--- src/sv/srw_pkg.sv ---
`timescale 1ns / 1ps
package srw_pkg;

    localparam int WINDOW_SLOTS = 256;
    localparam int SEQ_W        = 31;
    localparam int SLOT_W       = $clog2(WINDOW_SLOTS);
    localparam int COUNT_W      = SLOT_W + 1;
    localparam int STORE_SLOT_W = 8;
    localparam int STATUS_W     = 3;
    localparam int ROW_W        = 16;
    localparam int BIT_W        = $clog2(ROW_W);
    localparam int ROWS         = WINDOW_SLOTS / ROW_W;
    localparam int ROW_AW       = SLOT_W - BIT_W;

    typedef enum logic [STATUS_W-1:0] {
        STS_IN_ORDER     = 3'd0,
        STS_OUT_OF_ORDER = 3'd1,
        STS_CORRUPT      = 3'd2,
        STS_OVER_WINDOW  = 3'd3,
        STS_STALE        = 3'd4,
        STS_FIN          = 3'd5,
        STS_CLOSED       = 3'd6
    } status_t;

    typedef enum logic [2:0] {
        S_IDLE,
        S_CLASS,
        S_MARK,
        S_SCAN,
        S_OUT
    } state_t;

    typedef struct packed {
        logic              rd_en;
        logic [ROW_AW-1:0] rd_addr;
        logic              wr_en;
        logic [ROW_AW-1:0] wr_addr;
        logic [ROW_W-1:0]  wr_data;
        logic              clear;
    } map_req_t;

    // lowest clear bit of a bitmap row
    function automatic logic [BIT_W-1:0] first_zero(input logic [ROW_W-1:0] row);
        logic [BIT_W-1:0] pos;
        pos = '0;
        for (int i = ROW_W - 1; i >= 0; i--) begin
            if (!row[i]) begin
                pos = BIT_W'(i);
            end
        end
        return pos;
    endfunction

    // lowest row that is not yet full
    function automatic logic [ROW_AW-1:0] first_open_row(input logic [ROWS-1:0] full);
        logic [ROW_AW-1:0] pos;
        pos = '0;
        for (int i = ROWS - 1; i >= 0; i--) begin
            if (!full[i]) begin
                pos = ROW_AW'(i);
            end
        end
        return pos;
    endfunction

endpackage

--- src/sv/srw_map_store.sv ---
`timescale 1ns / 1ps
module srw_map_store (
    input  logic                          aclk,
    input  logic                          aresetn,
    input  srw_pkg::map_req_t             map_req,
    output logic [srw_pkg::ROW_W-1:0]     rd_data
);

    logic [srw_pkg::ROW_W-1:0] map_mem [srw_pkg::ROWS];
    logic [srw_pkg::ROW_W-1:0] rd_row_reg;
    logic                      rd_valid_reg;
    logic [srw_pkg::ROWS-1:0]  row_valid_reg;

    always_ff @(posedge aclk) begin
        if (map_req.wr_en) begin
            map_mem[map_req.wr_addr] <= map_req.wr_data;
        end
        if (map_req.rd_en) begin
            rd_row_reg   <= map_mem[map_req.rd_addr];
            rd_valid_reg <= row_valid_reg[map_req.rd_addr];
        end
    end

    // a row never written since the last clear reads as empty
    always_ff @(posedge aclk) begin
        if (!aresetn) begin
            row_valid_reg <= '0;
        end else if (map_req.clear) begin
            row_valid_reg <= '0;
        end else if (map_req.wr_en) begin
            row_valid_reg[map_req.wr_addr] <= 1'b1;
        end
    end

    assign rd_data = rd_valid_reg ? rd_row_reg : '0;

endmodule

--- src/sv/sack_receive_window_core.sv ---
`timescale 1ns / 1ps
// Receiver window of a selective-repeat link with selective acks. Each segment header word
// gives one ack word. The received bitmap lives in a 16-row by 16-bit memory with a registered
// read, plus per-row valid and row-full flags. A stale, corrupt, over-window, fin or closed
// segment goes through S_CLASS and S_OUT before the next accept; an in-window segment goes
// through S_CLASS, S_MARK and S_OUT, and S_SCAN too when the base crosses a full row, because
// the next open row must be read from the map memory before the new base is known. A finished
// ack waits in the output register while the next segment is taken.
module sack_receive_window_core (
    input  logic                                aclk,
    input  logic                                aresetn,
    input  logic                                s_valid,
    output logic                                s_ready,
    input  logic [srw_pkg::SEQ_W-1:0]           s_seq_number,
    input  logic                                s_is_fin,
    input  logic                                s_checksum_ok,
    output logic                                m_valid,
    input  logic                                m_ready,
    output logic [srw_pkg::SEQ_W-1:0]           m_ack_number,
    output logic [srw_pkg::SEQ_W-1:0]           m_sack_number,
    output logic                                m_fin_ack,
    output logic [srw_pkg::STATUS_W-1:0]        m_status,
    output logic                                m_store_enable,
    output logic [srw_pkg::STORE_SLOT_W-1:0]    m_store_slot,
    output logic                                m_flush,
    output logic [srw_pkg::COUNT_W-1:0]         m_delivered_count
);

    srw_pkg::state_t                   state_reg, state_next;
    srw_pkg::map_req_t                 map_req;
    logic [srw_pkg::ROW_W-1:0]         map_rd;

    logic [srw_pkg::SEQ_W-1:0]         seq_reg, seq_next;
    logic                              fin_reg, fin_next;
    logic                              good_reg, good_next;
    logic                              closed_reg, closed_next;
    logic [srw_pkg::SEQ_W-1:0]         ws_reg, ws_next;
    logic [srw_pkg::SEQ_W-1:0]         ack_reg, ack_next;
    logic [srw_pkg::SLOT_W-1:0]        base_idx_reg, base_idx_next;
    logic [srw_pkg::SLOT_W-1:0]        idx_reg, idx_next;
    logic [srw_pkg::ROW_AW-1:0]        scan_row_reg, scan_row_next;
    logic [srw_pkg::ROWS-1:0]          row_full_reg, row_full_next;

    logic [srw_pkg::SEQ_W-1:0]         res_ack_reg, res_ack_next;
    logic [srw_pkg::SEQ_W-1:0]         res_sack_reg, res_sack_next;
    logic                              res_fin_ack_reg, res_fin_ack_next;
    srw_pkg::status_t                  res_status_reg, res_status_next;
    logic                              res_store_reg, res_store_next;
    logic [srw_pkg::STORE_SLOT_W-1:0]  res_slot_reg, res_slot_next;
    logic                              res_flush_reg, res_flush_next;
    logic [srw_pkg::COUNT_W-1:0]       res_count_reg, res_count_next;

    logic                              m_valid_reg, m_valid_next;
    logic [srw_pkg::SEQ_W-1:0]         m_ack_reg, m_ack_next;
    logic [srw_pkg::SEQ_W-1:0]         m_sack_reg, m_sack_next;
    logic                              m_fin_ack_reg, m_fin_ack_next;
    srw_pkg::status_t                  m_status_reg, m_status_next;
    logic                              m_store_reg, m_store_next;
    logic [srw_pkg::STORE_SLOT_W-1:0]  m_slot_reg, m_slot_next;
    logic                              m_flush_reg, m_flush_next;
    logic [srw_pkg::COUNT_W-1:0]       m_count_reg, m_count_next;

    logic [srw_pkg::SEQ_W:0]           seq_wide;
    logic [srw_pkg::SEQ_W:0]           win_end;
    logic                              over_window;
    logic                              stale;
    logic [srw_pkg::SLOT_W-1:0]        in_idx;
    logic [srw_pkg::ROW_AW-1:0]        mark_row;
    logic [srw_pkg::ROW_W-1:0]         merged_row;
    logic                              hit_base;
    logic                              row_done;
    logic [srw_pkg::ROWS-1:0]          full_upd;
    logic                              map_full;
    logic                              need_scan;
    logic                              out_free;
    logic [srw_pkg::SLOT_W-1:0]        mark_base;
    logic [srw_pkg::SLOT_W-1:0]        scan_base;
    logic [srw_pkg::SEQ_W-1:0]         ws_adv;

    srw_map_store u_map_store (
        .aclk    (aclk),
        .aresetn (aresetn),
        .map_req (map_req),
        .rd_data (map_rd)
    );

    assign seq_wide    = {1'b0, seq_reg};
    assign win_end     = {1'b0, ws_reg} + (srw_pkg::SEQ_W + 1)'(srw_pkg::WINDOW_SLOTS);
    assign over_window = seq_wide > win_end;
    assign stale       = seq_reg <= ws_reg;
    assign in_idx      = srw_pkg::SLOT_W'(seq_reg - ws_reg - srw_pkg::SEQ_W'(1));
    assign mark_row    = idx_reg[srw_pkg::SLOT_W-1:srw_pkg::BIT_W];
    assign merged_row  = map_rd | (srw_pkg::ROW_W'(1) << idx_reg[srw_pkg::BIT_W-1:0]);
    assign hit_base    = idx_reg == base_idx_reg;
    assign row_done    = &merged_row;
    assign map_full    = &full_upd;
    assign need_scan   = hit_base && row_done && !map_full;
    assign out_free    = !m_valid_reg || m_ready;
    assign mark_base   = {mark_row, srw_pkg::first_zero(merged_row)};
    assign scan_base   = {scan_row_reg, srw_pkg::first_zero(map_rd)};
    assign ws_adv      = ws_reg + srw_pkg::SEQ_W'(srw_pkg::WINDOW_SLOTS);

    always_comb begin
        full_upd           = row_full_reg;
        full_upd[mark_row] = 1'b1;
    end

    always_ff @(posedge aclk) begin
        if (!aresetn) begin
            state_reg       <= srw_pkg::S_IDLE;
            closed_reg      <= 1'b0;
            ws_reg          <= '0;
            ack_reg         <= '0;
            base_idx_reg    <= '0;
            row_full_reg    <= '0;
            m_valid_reg     <= 1'b0;
        end else begin
            state_reg       <= state_next;
            closed_reg      <= closed_next;
            ws_reg          <= ws_next;
            ack_reg         <= ack_next;
            base_idx_reg    <= base_idx_next;
            row_full_reg    <= row_full_next;
            m_valid_reg     <= m_valid_next;
        end
    end

    always_ff @(posedge aclk) begin
        seq_reg         <= seq_next;
        fin_reg         <= fin_next;
        good_reg        <= good_next;
        idx_reg         <= idx_next;
        scan_row_reg    <= scan_row_next;
        res_ack_reg     <= res_ack_next;
        res_sack_reg    <= res_sack_next;
        res_fin_ack_reg <= res_fin_ack_next;
        res_status_reg  <= res_status_next;
        res_store_reg   <= res_store_next;
        res_slot_reg    <= res_slot_next;
        res_flush_reg   <= res_flush_next;
        res_count_reg   <= res_count_next;
        m_ack_reg       <= m_ack_next;
        m_sack_reg      <= m_sack_next;
        m_fin_ack_reg   <= m_fin_ack_next;
        m_status_reg    <= m_status_next;
        m_store_reg     <= m_store_next;
        m_slot_reg      <= m_slot_next;
        m_flush_reg     <= m_flush_next;
        m_count_reg     <= m_count_next;
    end

    always_comb begin
        state_next = state_reg;
        case (state_reg)
            srw_pkg::S_IDLE: begin
                if (s_valid) begin
                    state_next = srw_pkg::S_CLASS;
                end
            end
            srw_pkg::S_CLASS: begin
                if (!closed_reg && !fin_reg && good_reg && !over_window && !stale) begin
                    state_next = srw_pkg::S_MARK;
                end else begin
                    state_next = srw_pkg::S_OUT;
                end
            end
            srw_pkg::S_MARK: begin
                state_next = need_scan ? srw_pkg::S_SCAN : srw_pkg::S_OUT;
            end
            srw_pkg::S_SCAN: begin
                state_next = srw_pkg::S_OUT;
            end
            srw_pkg::S_OUT: begin
                if (out_free) begin
                    state_next = srw_pkg::S_IDLE;
                end
            end
            default: begin
                state_next = srw_pkg::S_IDLE;
            end
        endcase
    end

    always_comb begin
        seq_next         = seq_reg;
        fin_next         = fin_reg;
        good_next        = good_reg;
        closed_next      = closed_reg;
        ws_next          = ws_reg;
        ack_next         = ack_reg;
        base_idx_next    = base_idx_reg;
        idx_next         = idx_reg;
        scan_row_next    = scan_row_reg;
        row_full_next    = row_full_reg;
        res_ack_next     = res_ack_reg;
        res_sack_next    = res_sack_reg;
        res_fin_ack_next = res_fin_ack_reg;
        res_status_next  = res_status_reg;
        res_store_next   = res_store_reg;
        res_slot_next    = res_slot_reg;
        res_flush_next   = res_flush_reg;
        res_count_next   = res_count_reg;
        m_valid_next     = m_valid_reg;
        m_ack_next       = m_ack_reg;
        m_sack_next      = m_sack_reg;
        m_fin_ack_next   = m_fin_ack_reg;
        m_status_next    = m_status_reg;
        m_store_next     = m_store_reg;
        m_slot_next      = m_slot_reg;
        m_flush_next     = m_flush_reg;
        m_count_next     = m_count_reg;
        map_req          = '0;

        if (m_valid_reg && m_ready) begin
            m_valid_next = 1'b0;
        end

        case (state_reg)
            srw_pkg::S_IDLE: begin
                if (s_valid) begin
                    seq_next  = s_seq_number;
                    fin_next  = s_is_fin;
                    good_next = s_checksum_ok;
                end
            end
            srw_pkg::S_CLASS: begin
                res_ack_next     = ack_reg;
                res_sack_next    = ack_reg;
                res_fin_ack_next = 1'b0;
                res_store_next   = 1'b0;
                res_slot_next    = '0;
                res_flush_next   = 1'b0;
                res_count_next   = '0;
                if (closed_reg) begin
                    res_status_next = srw_pkg::STS_CLOSED;
                end else if (fin_reg) begin
                    closed_next      = 1'b1;
                    res_fin_ack_next = 1'b1;
                    res_status_next  = srw_pkg::STS_FIN;
                    res_flush_next   = 1'b1;
                    res_count_next   = srw_pkg::COUNT_W'(base_idx_reg);
                    ws_next          = ws_adv;
                    row_full_next    = '0;
                    map_req.clear    = 1'b1;
                end else if (!good_reg) begin
                    res_status_next = srw_pkg::STS_CORRUPT;
                end else if (over_window) begin
                    res_status_next = srw_pkg::STS_OVER_WINDOW;
                end else if (stale) begin
                    res_status_next = srw_pkg::STS_STALE;
                    res_sack_next   = seq_reg;
                end else begin
                    res_status_next = srw_pkg::STS_OUT_OF_ORDER;
                    idx_next        = in_idx;
                    map_req.rd_en   = 1'b1;
                    map_req.rd_addr = in_idx[srw_pkg::SLOT_W-1:srw_pkg::BIT_W];
                end
            end
            srw_pkg::S_MARK: begin
                map_req.wr_en           = 1'b1;
                map_req.wr_addr         = mark_row;
                map_req.wr_data         = merged_row;
                row_full_next[mark_row] = row_done;
                res_sack_next           = seq_reg;
                res_store_next          = 1'b1;
                res_slot_next           = srw_pkg::STORE_SLOT_W'(idx_reg);
                res_status_next         = hit_base ? srw_pkg::STS_IN_ORDER
                                                   : srw_pkg::STS_OUT_OF_ORDER;
                if (hit_base) begin
                    if (!row_done) begin
                        base_idx_next = mark_base;
                        ack_next      = ws_reg + srw_pkg::SEQ_W'(mark_base);
                        res_ack_next  = ws_reg + srw_pkg::SEQ_W'(mark_base);
                    end else if (map_full) begin
                        // window complete: deliver all and advance
                        res_flush_next = 1'b1;
                        res_count_next = srw_pkg::COUNT_W'(srw_pkg::WINDOW_SLOTS);
                        ws_next        = ws_adv;
                        ack_next       = ws_adv;
                        res_ack_next   = ws_adv;
                        base_idx_next  = '0;
                        row_full_next  = '0;
                        map_req.clear  = 1'b1;
                    end else begin
                        scan_row_next   = srw_pkg::first_open_row(full_upd);
                        map_req.rd_en   = 1'b1;
                        map_req.rd_addr = srw_pkg::first_open_row(full_upd);
                    end
                end
            end
            srw_pkg::S_SCAN: begin
                base_idx_next = scan_base;
                ack_next      = ws_reg + srw_pkg::SEQ_W'(scan_base);
                res_ack_next  = ws_reg + srw_pkg::SEQ_W'(scan_base);
            end
            srw_pkg::S_OUT: begin
                if (out_free) begin
                    m_valid_next   = 1'b1;
                    m_ack_next     = res_ack_reg;
                    m_sack_next    = res_sack_reg;
                    m_fin_ack_next = res_fin_ack_reg;
                    m_status_next  = res_status_reg;
                    m_store_next   = res_store_reg;
                    m_slot_next    = res_slot_reg;
                    m_flush_next   = res_flush_reg;
                    m_count_next   = res_count_reg;
                end
            end
            default: begin
                map_req = '0;
            end
        endcase
    end

    assign s_ready           = state_reg == srw_pkg::S_IDLE;
    assign m_valid           = m_valid_reg;
    assign m_ack_number      = m_ack_reg;
    assign m_sack_number     = m_sack_reg;
    assign m_fin_ack         = m_fin_ack_reg;
    assign m_status          = m_status_reg;
    assign m_store_enable    = m_store_reg;
    assign m_store_slot      = m_slot_reg;
    assign m_flush           = m_flush_reg;
    assign m_delivered_count = m_count_reg;

endmodule

--- config.mk ---
export PLATFORM = sky130hd
export DESIGN_NAME = sack_receive_window_core
export DESIGN_NICKNAME = d
export VERILOG_FILES = /design/src/sv/srw_pkg.sv /design/src/sv/srw_map_store.sv /design/src/sv/sack_receive_window_core.sv
export SDC_FILE = /design/constraint.sdc
export NUM_CORES = 1
export LEC_CHECK = 0
export BUFFER_PORTS_ARGS = -buffer_cell sky130_fd_sc_hd__buf_4
export CORE_MARGIN = 2
export CORE_UTILIZATION = 66
export CTS_CLUSTER_DIAMETER = 60
export DETAILED_ROUTE_END_ITERATION = 10
export PLACE_DENSITY = 0.92
export SLEW_MARGIN = 20
export SYNTH_ARGS = -nofsm -noshare
export SYNTH_HDL_FRONTEND = slang
export SYNTH_SLANG_ARGS = --single-unit
export TNS_END_PERCENT = 20
--- constraint.sdc ---
create_clock -name aclk -period 12.8 [get_ports aclk]
set_input_delay 1.28 -clock aclk [delete_from_list [all_inputs] [get_ports aclk]]
set_output_delay 1.28 -clock aclk [all_outputs]
set_load 0.005 [all_outputs]
==> results of run 1 <==
placed cells by master, fill, tap and decap left out, types with 11 or more instances in the layout:
| cell type | count |
|---|---|
| a22oi_1 | 89 |
| nand3_1 | 39 |
| o21ai_1 | 19 |
| edfxtp_1 | 488 |
| and2_1 | 38 |
| dfxtp_1 | 91 |
| clkinv_1 | 11 |
| o211a_1 | 29 |
| nor2b_1 | 28 |
| nor2_1 | 71 |
| nand2b_1 | 13 |
| or3_1 | 14 |
| clkbuf_16 | 54 |
| buf_4 | 154 |
| nor3_2 | 11 |
| inv_1 | 39 |
| a21boi_0 | 13 |
| nand4_1 | 17 |
| nor3_1 | 16 |
| a21oi_1 | 35 |
| mux2i_1 | 143 |
| ha_1 | 48 |
| mux2_2 | 32 |
| xnor2_1 | 86 |
| nand2_1 | 171 |
| o211ai_1 | 12 |
| o21ai_0 | 80 |
| o21a_1 | 18 |
per-layer routing:
metal | track usage | vias up | part of all wire | wire [um]
met5 | 0 | - | 0 | 0
met4 | 0.1228 | 0 | 0.038 | 2463
met3 | 0.07110 | 220 | 0.12 | 7734
met2 | 0.5009 | 1313 | 0.47 | 30200
met1 | 0.4251 | 8141 | 0.37 | 23850
li1 | - | 7377 | - | -
stage by stage:
step | power (mW) | util | instance area [um^2] | hold WS, ns
2_1_floorplan | 2.177 | - | 25480 | 0.4003
3_3_place_gp | 2.225 | 0.7091 | 26830 | 0.4014
3_5_place_dp | 2.232 | 0.7095 | 26850 | 0.4045
4_1_cts | 3.852 | 0.7582 | 28690 | 0.4175
5_1_grt | 3.937 | 0.7596 | 28750 | 0.4244
6_report | 3.856 | 0.7596 | 28750 | 0.4156
worst max-delay path by stage:
stage,slack (ns),start,to
floorplan,7.32,ws_reg[9],u_map_store.rd_row_reg[10]
detailed placement,5.62,ws_reg[8],u_map_store.rd_row_reg[9]
global route,4.69,ws_reg[8],u_map_store.rd_row_reg[14]
finish,5.13,ws_reg[8],u_map_store.rd_row_reg[14]
CTS,5.32,ws_reg[8],u_map_store.rd_row_reg[14]
global placement,5.97,ws_reg[8],u_map_store.rd_row_reg[9]
power breakdown:
part / switching (mW) / internal, mW
clock network: 0.690 / 0.968
logic: 0.0682 / 0.0442
registers: 0.0231 / 2.06
total: 0.781 / 3.08
cell usage after synthesis (all sizes together) (18+ instances only):
cell and instances:
mux2i 143, o21ai 100, nor2b 30, inv 42, mux2 32, a21oi 41, clkbuf 73, ha 48
xnor2 86, nor3 28, edfxtp 488, and2 41, buf 37, a22oi 89, nand3 40, dfxtp 91
nor2 77, o21a 18, o211a 29, nand2 174
area by class of cell:
| type | count | area (um^2) |
|---|---|---|
| inverter | 43 | 161.4 |
| multi-input combinational | 1175 | 8444 |
| sequential | 579 | 16480 |
| clock inverter | 34 | 387.9 |
| fill | 2101 | 9099 |
| timing repair buffer | 155 | 1184 |
| clock buffer | 65 | 1453 |
| tap | 511 | 639.4 |
worst max-delay path: cells and delay by family, from the launching register on:
kind | cells | cell delay (ns)
multiplexers | 1 | 0.41
flip-flops | 1 | 0.51
adder cells (fa/ha/maj) | 2 | 0.65
AO/OA/AOI/OAI | 5 | 1.54
AND/OR/NAND/NOR | 10 | 3.24
XOR/XNOR | 1 | 0.11
buffers and inverters | 1 | 0.91
cells by family (layout without fill, tap and decap cells):
group,after synthesis,count (layout),share of synthesized area
compound gates,368,368,0.09953
xor+xnor,89,89,0.03059
fa+ha+maj,48,48,0.02357
buf+inv,153,297,0.02823
flops,579,579,0.6466
mux,175,175,0.07032
simple gates,495,495,0.1012
==> run_results.csv, run 1 <==
group,metric,value,unit
run_status,outcome,"complete, no violations",
clock_network,clkTransAtPathRegs,0.07,ns
flow_run,maxCapViolations,0,
sta,final_hold_viol_count,0,
synthesis,ys_warn_count,0,
synthesis,ys_ff_latch,579,
die,die_area,40190,um^2
clock_network,cts_buffers,53,
route,vias,17050,
route,drcViolationCount,0,
critical_path,cp_slowest_cell,"buf_4",
sta,tightest_slew,1.171,ns
placement,gp_congestion,0.9145,
grt,grtUsageTotal,0.3141,
synthesis,synthTopCellsByArea,"edfxtp_1 (58%), dfxtp_1 (7.1%), mux2i_1 (5.6%)",
clock_network,cts.root.buffer_cell,"clkbuf_16",
clock_network,hold_buffers,0,
clock_network,clk_path_buf_depth,3,
synthesis,postSynthAreaPerCell,13.36,um^2
sta,finClkSkew,0.02140,ns
sta,layout_min_cycle_time,7.674,ns
sta,slew_violations,0,
finish,top_register,"u_map_store.map_mem",
sta,setup_viol,0,
sta,setup_tns,0,ns
finish,nets,2092,
worst_hold_path,hold_end,"m_ack_number[9]",
critical_path,critPathLaunchType,"flip-flop",
clock_network,cts.htree.levels,2,
finish,fin_cells,2562,
finish,syn_to_final_growth,12.81,%
finish,drive_gt1_frac,0.1589,
route,drt_iter0_drc,2505,
route,ant_nets,0,
critical_path,r2r_setup_slack,5.13,ns
grt,grt_max_degree,77,
finish,diodes,0,
worst_hold_path,worstHoldPathCells,0,
critical_path,path_class,"flip-flop to flip-flop",
power,power_density,134.1,nW/um^2
synthesis,syn_nets,1992,
grt,grt_overflow,0,
synthesis,async_flop_share,0,
sta,worst_slew_margin_rel,0.2174,
die,die_y,200.5,um
grt,grt_pass1_wl,97150,um
die,row_count,71,
clock_network,cts_tree,"done",
route,viasPerCell,6.655,
critical_path,crit_required,13.11,ns
power,irDropWorstVdd,101.0,uV
critical_path,cp.arrival,7.98,ns
placement,dp_slack,5.619,ns
synthesis,postSynthCellCount,1907,
critical_path,r2r_cells,20,
synthesis,syn_area,25480,um^2
critical_path,r2r-end,"u_map_store.rd_row_reg[14]",
die,core-area,37840,um^2
sta,final.period_utilization,0.5995,
clock_network,worstSkewPairLatency,0.58,ns
clock_network,ctsResizeCount,0,
finish,largest_reg_flops,256,
route,wire_per_inst,25.08,um
synthesis,seq_area_frac_synth,0.6466,
placement,dp_hpwl,37710,um
placement,io_buffers,123,
critical_path,path_max_fanout,64,
worst_hold_path,hold_path.class,"flip-flop to flip-flop",
critical_path,worstPathCellList,"ha_1 -> nand3_2 -> nor4_4 -> and2b_1 -> or4b_1 -> or3_1 -> nor2_1 -> xnor2_1 -> ha_1 -> and4_1 -> nand4_1 -> nor4b_1 -> a32o_1 -> a221o_1 -> a32o_4 -> buf_4 -> mux2i_1 -> a22oi_1 -> nand3_1 -> o21ai_1",
synthesis,synth_flop_cell,"edfxtp_1",
synthesis,ys_types,83,
route,wl,64250,um
sta,rsz0062_at_grt,"no",
clock_network,cts_post_setup_buffers_inserted,0,
sta,layout_setup_ws,5.126,ns
die,io_pins,124,
die,die_w,200.5,um
clock_network,cts_sinks,579,
grt,first_global_vias,16700,
sta,max_freq,130.3,MHz
die,start_util,0.6733,
critical_path,reg2reg_from,"ws_reg[8]",
synthesis,synth_area_leader_cell,"edfxtp_1",
route,firstDrtPassIters,7,
placement,dpl.cell_count,2462,
power,p_leak,9.125,nW
critical_path,slowest_delay,0.91,ns
critical_path,end_kind,"flip-flop",
synthesis,synth_edf_count,488,
critical_path,path_common_cell,"ha_1",
synthesis,synth.top_cell.area_share,0.5751,
worst_hold_path,hold_start,"res_ack_reg[9]",
grt,antenna_found_initial,0,
No activity file was read; power rests on OpenSTA's default activity.
==> run 2: changes to the inputs <==
Settings changed: CORE_UTILIZATION 66 to 61, PLACE_DENSITY 0.92 to 0.86.
Clock period 12.8 ns to 7.1 ns, I/O delays scaled along.
==> run_results.csv, run 2 (synthesis results as in run 1) <==
group,metric,value,unit
power,p_clk_frac,0.438,
grt,grt_pass1_wl,94870,um
power,p_int,5.576,mW
power,p_sw,1.471,mW
placement,gp_congestion,0.9235,
clock_network,ctsResizeCount,0,
finish,drive_gt1_frac,0.1622,
critical_path,end_kind,"flip-flop",
sta,tightest_slew,1.230,ns
clock_network,cts_tree,"done",
critical_path,critPathLaunchType,"flip-flop",
finish,nets,2102,
grt,grt_max_degree,77,
finish,largest_reg_flops,256,
sta,final_hold_viol_count,0,
finish,top_register,"u_map_store.map_mem",
grt,gr-usage-met1,0.3869,
clock_network,clkTransAtPathRegs,0.06,ns
die,die_w,208.4,um
route,ant_nets,0,
clock_network,worstSkewPairLatency,0.64,ns
power,power_density,243.4,nW/um^2
critical_path,cp.arrival,7.15,ns
route,vias,16860,
sta,setup_viol,0,
finish,syn_to_final_growth,13.61,%
power,irDropWorstVdd,234.9,uV
route,wire_per_inst,23.86,um
power,comb_power_share,0.029,
grt,grtUsageTotal,0.2838,
clock_network,cts_post_setup_buffers_inserted,0,
grt,antenna_found_initial,0,
sta,worst_slew_margin_rel,0.1771,
die,core-area,41020,um^2
power,pwr-share-seq,0.533,
sta,setup_tns,0,ns
die,start_util,0.6212,
route,wl,61960,um
route,viasPerCell,6.493,
finish,diodes,0,
run_status,outcome,"complete, no violations",
placement,io_buffers,123,
clock_network,cts_sinks,579,
finish,final_util,0.7058,
critical_path,path_max_fanout,34,
route,drcViolationCount,0,
sta,layout_min_cycle_time,6.678,ns
sta,slew_violations,0,
grt,grt_overflow,0,
die,die_y,208.4,um
critical_path,crit_required,7.57,ns
die,row_count,74,
clock_network,clk_path_buf_depth,3,
sta,finClkSkew,0.03400,ns
worst_hold_path,hold_path.class,"input port to flip-flop",
clock_network,cts_buffers,56,
finish,fillers,2536,
clock_network,cts.root.buffer_cell,"clkbuf_16",
finish,layout_common_cells,"edfxtp_1 (488), nand2_1 (172), buf_4 (157)",
power,swShare,0.2088,
sta,whs,0.2675,ns
die,die_area,43420,um^2
sta,final.period_utilization,0.9405,
route,firstDrtPassIters,6,
sta,rsz0062_at_grt,"no",
grt,grtUsageMet3,0.06460,
clock_network,cts.htree.levels,2,
grt,grtUsageMet2,0.4445,
flow_run,maxCapViolations,0,
placement,dp_hpwl,37310,um
clock_network,hold_buffers,0,
grt,first_global_vias,16660,
critical_path,path_class,"flip-flop to flip-flop",
route,drt_iter0_drc,2451,
power,p_leak,9.224,nW
grt,busiest_layer,"met2",
die,io_pins,124,
finish,layout_commonest_cell,"edfxtp_1",
sta,max_freq,149.8,MHz
[run 2: path summary, 6_finish.rpt]
kind / startpoint / endpoint / slack (ns) / cells past startpoint
setup reg to reg: ws_reg[8] / u_map_store.rd_row_reg[11] / 0.42 / 20
hold reg to reg: res_ack_reg[29] / m_ack_number[29] / 0.42 / 0
setup / recovery: ws_reg[8] / u_map_store.rd_row_reg[11] / 0.42 / 20
hold / removal: s_seq_number[14] / seq_reg[14] / 0.27 / 1
[run 2: cell type report]
type | instances | area, um^2 | share of cell area
clock inverter | 36 | 430.4 | 0.01487
tap | 532 | 665.6 | 0.02299
inverter | 43 | 161.4 | 0.005575
multi-input combinational | 1176 | 8452 | 0.2920
sequential | 579 | 16480 | 0.5691
timing repair buffer | 161 | 1259 | 0.04348
clock buffer | 70 | 1505 | 0.05199
[run 2: worst max-delay path: stages, from the launching register on]
cell and delay, ns:
dfxtp_1 0.50, ha_1 0.32, nand3_2 0.22, nor4_4 0.30, and2b_1 0.33, or4b_1 0.61
or3_1 0.54, nor2_1 0.33, xnor2_1 0.16, ha_1 0.26, nand2_1 0.06, o21ai_0 0.15
a211o_1 0.32, nor4_1 0.40, a221o_2 0.43, nand3_1 0.19, inv_1 0.40, a22o_1 0.23
buf_4 0.42, nand3_1 0.19, o21ai_1 0.14
[run 2: power by group through the flow]
stage	Clock (mW)	Sequential, mW	Combinational, mW
2_1_floorplan	0	3.81	0.111
3_3_place_gp	0	3.83	0.186
3_5_place_dp	0	3.83	0.193
4_1_cts	3.11	3.76	0.196
5_1_grt	3.25	3.76	0.219
6_report	3.09	3.76	0.201
[run 2: stage by stage]
stage	power (mW)	setup WS, ns	cells	cell area (um^2)
5_1_grt	7.230	0.09443	2597	28950
6_report	7.047	0.4223	2597	28950
4_1_cts	7.066	0.3091	2595	28880
3_5_place_dp	4.023	0.4155	2489	26940
3_3_place_gp	4.012	0.7959	2489	26940
2_1_floorplan	3.924	1.622	1907	25480
[run 2: routing by layer]
layer,vias to the layer above,wire (um)
met5,-,0
met4,0,2378
met3,199,6881
met2,1101,28540
met1,8159,24150
li1,7403,-
